$ cat config.mk
export PLATFORM = sky130hd
export DESIGN_NAME = klt_ctrl
export DESIGN_NICKNAME = d
export VERILOG_FILES = /design/src/rtl/core/klt_pkg.sv /design/src/rtl/core/klt_ctrl.sv
export SDC_FILE = /design/constraint.sdc
export NUM_CORES = 1
export LEC_CHECK = 0
export BUFFER_PORTS_ARGS = -buffer_cell sky130_fd_sc_hd__buf_4
export CAP_MARGIN = 20
export CORE_ASPECT_RATIO = 0.8
export CORE_UTILIZATION = 31
export CTS_BUF_LIST = sky130_fd_sc_hd__clkbuf_4 sky130_fd_sc_hd__clkbuf_8 sky130_fd_sc_hd__clkbuf_16
export DETAILED_ROUTE_END_ITERATION = 7
export PLACE_DENSITY = 0.62
export SYNTH_ARGS = -nofsm -noshare
export SYNTH_HDL_FRONTEND = slang
export SYNTH_SLANG_ARGS = --single-unit
$ cat constraint.sdc
create_clock -name clk -period 2.01 [get_ports clk]
set_input_delay 0.1005 -clock clk [delete_from_list [all_inputs] [get_ports clk]]
set_output_delay 0.1005 -clock clk [all_outputs]
set_load 0.01 [all_outputs]
$ cat src/rtl/core/klt_pkg.sv
// Shared types, constants and arithmetic helpers for the Kelly-Lochbaum tract step.
// Used by the controller, the datapath and the top level; depends on nothing.
package klt_pkg;

  localparam int WAVE_W = 24;
  localparam int COEF_W = 18;
  localparam int RAD_W  = 16;
  localparam int LOSS_W = 17;
  localparam int IDX_W  = 6;
  localparam int REQ_W  = 2;

  localparam logic [LOSS_W-1:0] LOSS_UNITY = 17'd65536;

  // Request codes.
  localparam logic [REQ_W-1:0] REQ_SAMPLE = 2'd0;
  localparam logic [REQ_W-1:0] REQ_RADIUS = 2'd1;
  localparam logic [REQ_W-1:0] REQ_READ   = 2'd2;

  // Result kinds.
  localparam logic KIND_LIP      = 1'b0;
  localparam logic KIND_PRESSURE = 1'b1;

  // Controller states.
  typedef enum logic [4:0] {
    ST_CLEAR, ST_IDLE, ST_DISPATCH,
    ST_END_RD, ST_END_MUL, ST_END_RND,
    ST_J_MK, ST_J_LO, ST_J_HI, ST_J_WR, ST_LAST_WR,
    ST_PR_RD, ST_PR_OUT,
    ST_RAD_WR, ST_K_RD, ST_K_SQ, ST_K_SUM, ST_K_DIV, ST_K_WR
  } klt_state_t;

  // Datapath operations, one per cycle.
  typedef enum logic [4:0] {
    OP_NONE, OP_CLEAR, OP_LOAD,
    OP_END_RD, OP_END_MUL, OP_END_RND,
    OP_J_MK, OP_J_LO, OP_J_HI, OP_J_WR, OP_LAST_WR,
    OP_PR_RD, OP_PR_OUT,
    OP_RAD_WR, OP_K_RD, OP_K_SQ, OP_K_SUM, OP_K_DIV, OP_K_WR
  } klt_op_t;

  typedef struct packed {
    klt_op_t op;
  } klt_cmd_t;

  typedef struct packed {
    logic [REQ_W-1:0] req_type;
    logic             idx_ok;
    logic             idx_zero;
    logic             idx_last;
    logic             j_last;
    logic             clr_last;
    logic             div_last;
    logic             phase_hi;
  } klt_status_t;

  // Divide by 2^sh rounding to nearest with ties away from zero, then
  // saturate to the signed wave range.
  function automatic logic signed [WAVE_W-1:0] rnd_sat(input logic signed [63:0] v,
                                                       input int sh);
    logic        neg;
    logic [63:0] mag;
    logic signed [WAVE_W-1:0] res;
    neg = v[63];
    mag = neg ? 64'(-v) : 64'(v);
    mag = (mag + (64'd1 << (sh - 1))) >> sh;
    if (!neg && mag > 64'd8388607) begin
      res = 24'sh7FFFFF;
    end else if (neg && mag > 64'd8388608) begin
      res = 24'sh800000;
    end else if (neg) begin
      res = signed'(-mag[WAVE_W-1:0]);
    end else begin
      res = signed'(mag[WAVE_W-1:0]);
    end
    return res;
  endfunction

endpackage

$ cat src/rtl/core/klt_ctrl.sv
// Controller state machine of the tract step: sequences the datapath.
// Uses klt_pkg for the state, operation and status types.
module klt_ctrl
  import klt_pkg::*;
(
  input  logic        clk,
  input  logic        rst,
  input  logic        start,
  output logic        busy,
  input  klt_status_t status,
  output klt_cmd_t    cmd
);

  klt_state_t state, state_next;

  // State register; reset starts the clearing pass.
  always_ff @(posedge clk) begin
    if (rst) begin
      state <= ST_CLEAR;
    end else begin
      state <= state_next;
    end
  end

  // Next state.
  always_comb begin
    state_next = state;
    unique case (state)
      ST_CLEAR:    if (status.clr_last) state_next = ST_IDLE;
      ST_IDLE:     if (start) state_next = ST_DISPATCH;
      ST_DISPATCH: begin
        priority if (status.req_type == REQ_SAMPLE) begin
          state_next = ST_END_RD;
        end else if (status.req_type == REQ_RADIUS && status.idx_ok) begin
          state_next = ST_RAD_WR;
        end else if (status.req_type == REQ_READ && status.idx_ok) begin
          state_next = ST_PR_RD;
        end else begin
          state_next = ST_IDLE;
        end
      end
      ST_END_RD:   state_next = ST_END_MUL;
      ST_END_MUL:  state_next = ST_END_RND;
      ST_END_RND:  state_next = ST_J_MK;
      ST_J_MK:     state_next = ST_J_LO;
      ST_J_LO:     state_next = ST_J_HI;
      ST_J_HI:     state_next = ST_J_WR;
      ST_J_WR:     state_next = status.j_last ? ST_LAST_WR : ST_J_MK;
      ST_LAST_WR:  state_next = ST_IDLE;
      ST_PR_RD:    state_next = ST_PR_OUT;
      ST_PR_OUT:   state_next = ST_IDLE;
      ST_RAD_WR: begin
        if (!status.idx_zero) begin
          state_next = ST_K_SQ;
        end else if (!status.idx_last) begin
          state_next = ST_K_RD;
        end else begin
          state_next = ST_IDLE;
        end
      end
      ST_K_RD:     state_next = ST_K_SQ;
      ST_K_SQ:     state_next = ST_K_SUM;
      ST_K_SUM:    state_next = ST_K_DIV;
      ST_K_DIV:    if (status.div_last) state_next = ST_K_WR;
      ST_K_WR: begin
        state_next = (!status.phase_hi && !status.idx_last) ? ST_K_RD : ST_IDLE;
      end
      default:     state_next = ST_CLEAR;
    endcase
  end

  // Outputs: one datapath operation per state.
  always_comb begin
    busy   = (state != ST_IDLE);
    cmd.op = OP_NONE;
    unique case (state)
      ST_CLEAR:    cmd.op = OP_CLEAR;
      ST_IDLE:     cmd.op = start ? OP_LOAD : OP_NONE;
      ST_DISPATCH: cmd.op = OP_NONE;
      ST_END_RD:   cmd.op = OP_END_RD;
      ST_END_MUL:  cmd.op = OP_END_MUL;
      ST_END_RND:  cmd.op = OP_END_RND;
      ST_J_MK:     cmd.op = OP_J_MK;
      ST_J_LO:     cmd.op = OP_J_LO;
      ST_J_HI:     cmd.op = OP_J_HI;
      ST_J_WR:     cmd.op = OP_J_WR;
      ST_LAST_WR:  cmd.op = OP_LAST_WR;
      ST_PR_RD:    cmd.op = OP_PR_RD;
      ST_PR_OUT:   cmd.op = OP_PR_OUT;
      ST_RAD_WR:   cmd.op = OP_RAD_WR;
      ST_K_RD:     cmd.op = OP_K_RD;
      ST_K_SQ:     cmd.op = OP_K_SQ;
      ST_K_SUM:    cmd.op = OP_K_SUM;
      ST_K_DIV:    cmd.op = OP_K_DIV;
      ST_K_WR:     cmd.op = OP_K_WR;
      default:     cmd.op = OP_NONE;
    endcase
  end

endmodule

[Word-level counts from Yosys, hierarchy flattened]
Cells that the tools add are included.
Operators by class
  equality and inequality tests: 24
  muxes and demuxes: 13
  reduce and logical (&&, ||, !) cells: 9
Operator list (count)
  5-bit one-hot mux with 18 select lines: 2
  5-bit by 4-bit equality test with 1-bit output, second input constant: 8
  4-bit two-way mux: 7
  5-bit by 3-bit equality test with 1-bit output, second input constant: 4
  5-bit equality test, second input constant: 3
  5-bit two-way mux: 3
  5-bit by 2-bit equality test with 1-bit output, second input constant: 2
  2-bit inequality test, second input constant: 3
  5-bit by 1-bit equality test with 1-bit output, second input constant: 1
  5-bit zero test: 1
  5-bit by 1-bit inequality test with 1-bit output, second input constant: 1
  1-bit logical AND: 3
  3-bit AND reduction: 1
  2-bit by 1-bit equality test with 1-bit output, second input constant: 1
  2-bit equality test, second input constant: 1
  1-bit zero test: 2
  2-bit zero test: 1
  2-bit two-way mux: 1
  2-bit OR reduction: 1
Storage, ports and cells
  flip-flop bits (word level): 5
  input bits: 12
  output and inout bits: 6
  logic and storage cells: 47

[Longest topological paths before layout]
  depth after elaboration: 6
  gate-level depth with buffers: 6

[Worst setup path after synthesis]
Ideal clock, no wire load.
  kind: register to output
  start: register state[1]
  end: output port cmd[1] in the netlist's numbering
  arrival time: 1.162 ns
  data required time: 1.910 ns
  path slack: 0.747 ns
  stages on the path, launching flop included: 4
  buffers on the path: 1
  cell sequence: dfxtp_1 -> clkbuf_4 -> nor2_1 -> o41ai_1
RTL lines
  start: declaration: line klt_ctrl.sv:14  | klt_state_t state, state_next;
  start signal: assignment: line klt_ctrl.sv:21  | state <= state_next;
  end: declaration: line klt_ctrl.sv:11  | output klt_cmd_t cmd

==> results.ini <==
[worst_setup_path]
worstPathRequired_ns = 1.91
path_class = reg2out
crit_fanout = 15
critPathLaunchType = register
r2r_cells = 4
cp.arrival_ns = 1.62
worstSetupEndpointType = primary output

[power_and_ir_drop]
ir_drop_uv = 506
power.leakage_nw = 0.310
power_density_nw_per_um2 = 1080

[placement]
placed_area_um2 = 719
dp_hpwl_um = 1150
gp_congestion = 0.830
io_buffers = 17
placedCellCount = 115

[clock_tree]
cts.sinks = 5
clkTransAtPathRegs_ns = 0.04
clock_latency_ns = 0.24
cts_setup_buffers = 0
cts_buffer_depth = 2
hold_buffers = 0
cts_tree = done
post_cts_resized = 0
cts_buffers = 3
cts_root_buf = clkbuf_4
htree_levels = 1

[timing]
max_slew_margin_pct = 63.0
fin_crit_sh_pct = 85.8
skew_ns = 0.000702
max_freq_mhz = 580
rsz0062_at_grt = false
finalHoldViolCount = 0
tightest_slew_ns = 0.555
finalSetupTns_ns = 0
holdWs_ns = 0.0671
layout_min_cycle_time_ns = 1.72
slew_violations = 0
setup_violations = 0

[detailed_routing]
wirelength_um = 1500
wl_per_cell_um = 12.6
vias_per_cell = 5.31
num_vias = 632
drtIter0Drc = 11
firstDrtPassIters = 4
drc = 0
ant_nets = 0

[floorplanning]
ioPinCount = 18
chipHeight_um = 41.7
initial_core_util_pct = 35.2
core_area_um2 = 1740
num_rows = 13
dieWidth_um = 51.7
die_area_um2 = 2160

[finish]
area_growth_pct = 22.5
final_core_util_pct = 43.1
multi_input_area_um2 = 445
reg_top3 = state x5
finalNonFillerCells = 119
fill_cells = 182
fin_area_um2 = 749
largest_reg_flops = 5
register_area_um2 = 100
layout_commonest_cell = buf_4
mostFrequentLayoutCells = buf_4, nor2_1, nand2_1
antennaDiodeCount = 0
drive_gt1_share_pct = 34.0
top_register = state
final_nets = 110

[synthesis]
synthCells = 81
synth_area_per_cell_um2 = 7.55
synth_cell_type_count = 37
synth_warnings = 0
ys_seq_area_share_pct = 16.4
synth_fp_nets = 93
syn-cell-area_um2 = 612
synth.ff_latch_count = 5

[worst_hold_path]
hold_path_depth = 2
holdCritPathClass = in2reg

[grt]
grt_pass1_vias = 551
grt.overflow.total = 0
grt_use_total_pct = 16.2
grt_max_degree = 17
antenna_found_initial = 0
grt_pass1_wl_um = 2620

[flow_run]
maxCapViolCount = 0

[status]
status = completed

-- worst paths after layout --
check           start        to  slack [ns]
min reg2reg  state[4]  state[1]        0.65
max          state[2]    cmd[1]        0.29
min               rst  state[2]        0.07
max reg2reg  state[1]  state[0]        0.40
-- per-layer routing --
layer	vias up	routed length [um]	GRT usage, %
li1	327	-	-
met2	21	684	22.3
met3	0	78	5.49
met4	0	0	3.24
met5	-	0	0
met1	284	740	23.8
-- cell type report --
class	count	share of cell area (%)
multi-input cells	68	59.4
repair buffers	19	19.0
flip-flops and latches	5	13.4
clock buffers	4	4.01
well taps	22	3.67
inverters	1	0.501
-- cells by family after synthesis --
| logic type | count (synthesis) | synth area share (%) |
|---|---|---|
| XOR/XNOR | 2 | 2.86 |
| multiplexers | 2 | 3.27 |
| buffers and inverters | 8 | 10.8 |
| flip-flops | 5 | 16.4 |
| AO/OA/AOI/OAI | 24 | 30.3 |
| AND/OR/NAND/NOR | 40 | 36.4 |
-- Yosys cell counts --
| master | count | area share, % |
|---|---|---|
| a211o_1 | 1 | 1.4 |
| a21boi_2 | 1 | 1.8 |
| a21o_1 | 1 | 1.2 |
| a21oi_1 | 4 | 3.3 |
| a21oi_2 | 1 | 1.4 |
| a31oi_1 | 2 | 2.0 |
| a32o_1 | 1 | 1.6 |
| a41oi_1 | 1 | 1.4 |
| a41oi_2 | 1 | 2.7 |
| and2b_1 | 1 | 1.2 |
| and2b_2 | 2 | 2.9 |
| and2b_4 | 1 | 1.6 |
| and3_2 | 1 | 1.2 |
| buf_2 | 2 | 1.6 |
| buf_6 | 4 | 7.4 |
| clkbuf_4 | 1 | 1.2 |
| dfxtp_1 | 5 | 16 |
| inv_1 | 1 | 0.61 |
| mux2i_1 | 2 | 3.3 |
| nand2_1 | 6 | 3.7 |
| nand2b_1 | 5 | 5.1 |
| nand3_1 | 5 | 4.1 |
| nand4_1 | 3 | 3.1 |
| nor2_1 | 8 | 4.9 |
| nor2b_1 | 3 | 3.1 |
| nor3_1 | 2 | 1.6 |
| nor3_2 | 1 | 1.6 |
| nor3b_1 | 1 | 1.2 |
| o21ai_0 | 4 | 3.3 |
| o21ai_1 | 1 | 0.82 |
| o22a_1 | 1 | 1.4 |
| o22ai_1 | 2 | 2.0 |
| o31a_2 | 1 | 1.6 |
| o41ai_1 | 1 | 1.4 |
| o41ai_2 | 1 | 2.7 |
| or2_1 | 1 | 1.0 |
| xor2_1 | 2 | 2.9 |
-- worst max-delay path, cell delays in order (launching register included) --
cell     delay (ns)
dfxtp_1        0.46
nor2_1         0.39
nor2_1         0.07
o41ai_1        0.27
buf_4          0.18
-- power by group --
group          switching (mW)  leakage (nW)  internal [mW]
sequential             0.0958        0.0408          0.126
clock                  0.0406        0.0184         0.0885
combinational           0.219         0.250          0.237
total                   0.355         0.310          0.451
-- metrics by stage --
stage / setup WS (ns) / power, mW
floorplan: 0.747 / 0.544
global placement: 0.437 / 0.675
detailed placement: 0.426 / 0.680
CTS: 0.257 / 0.812
global route: 0.104 / 0.879
finish: 0.286 / 0.806
(Power assumes the default switching activity.)
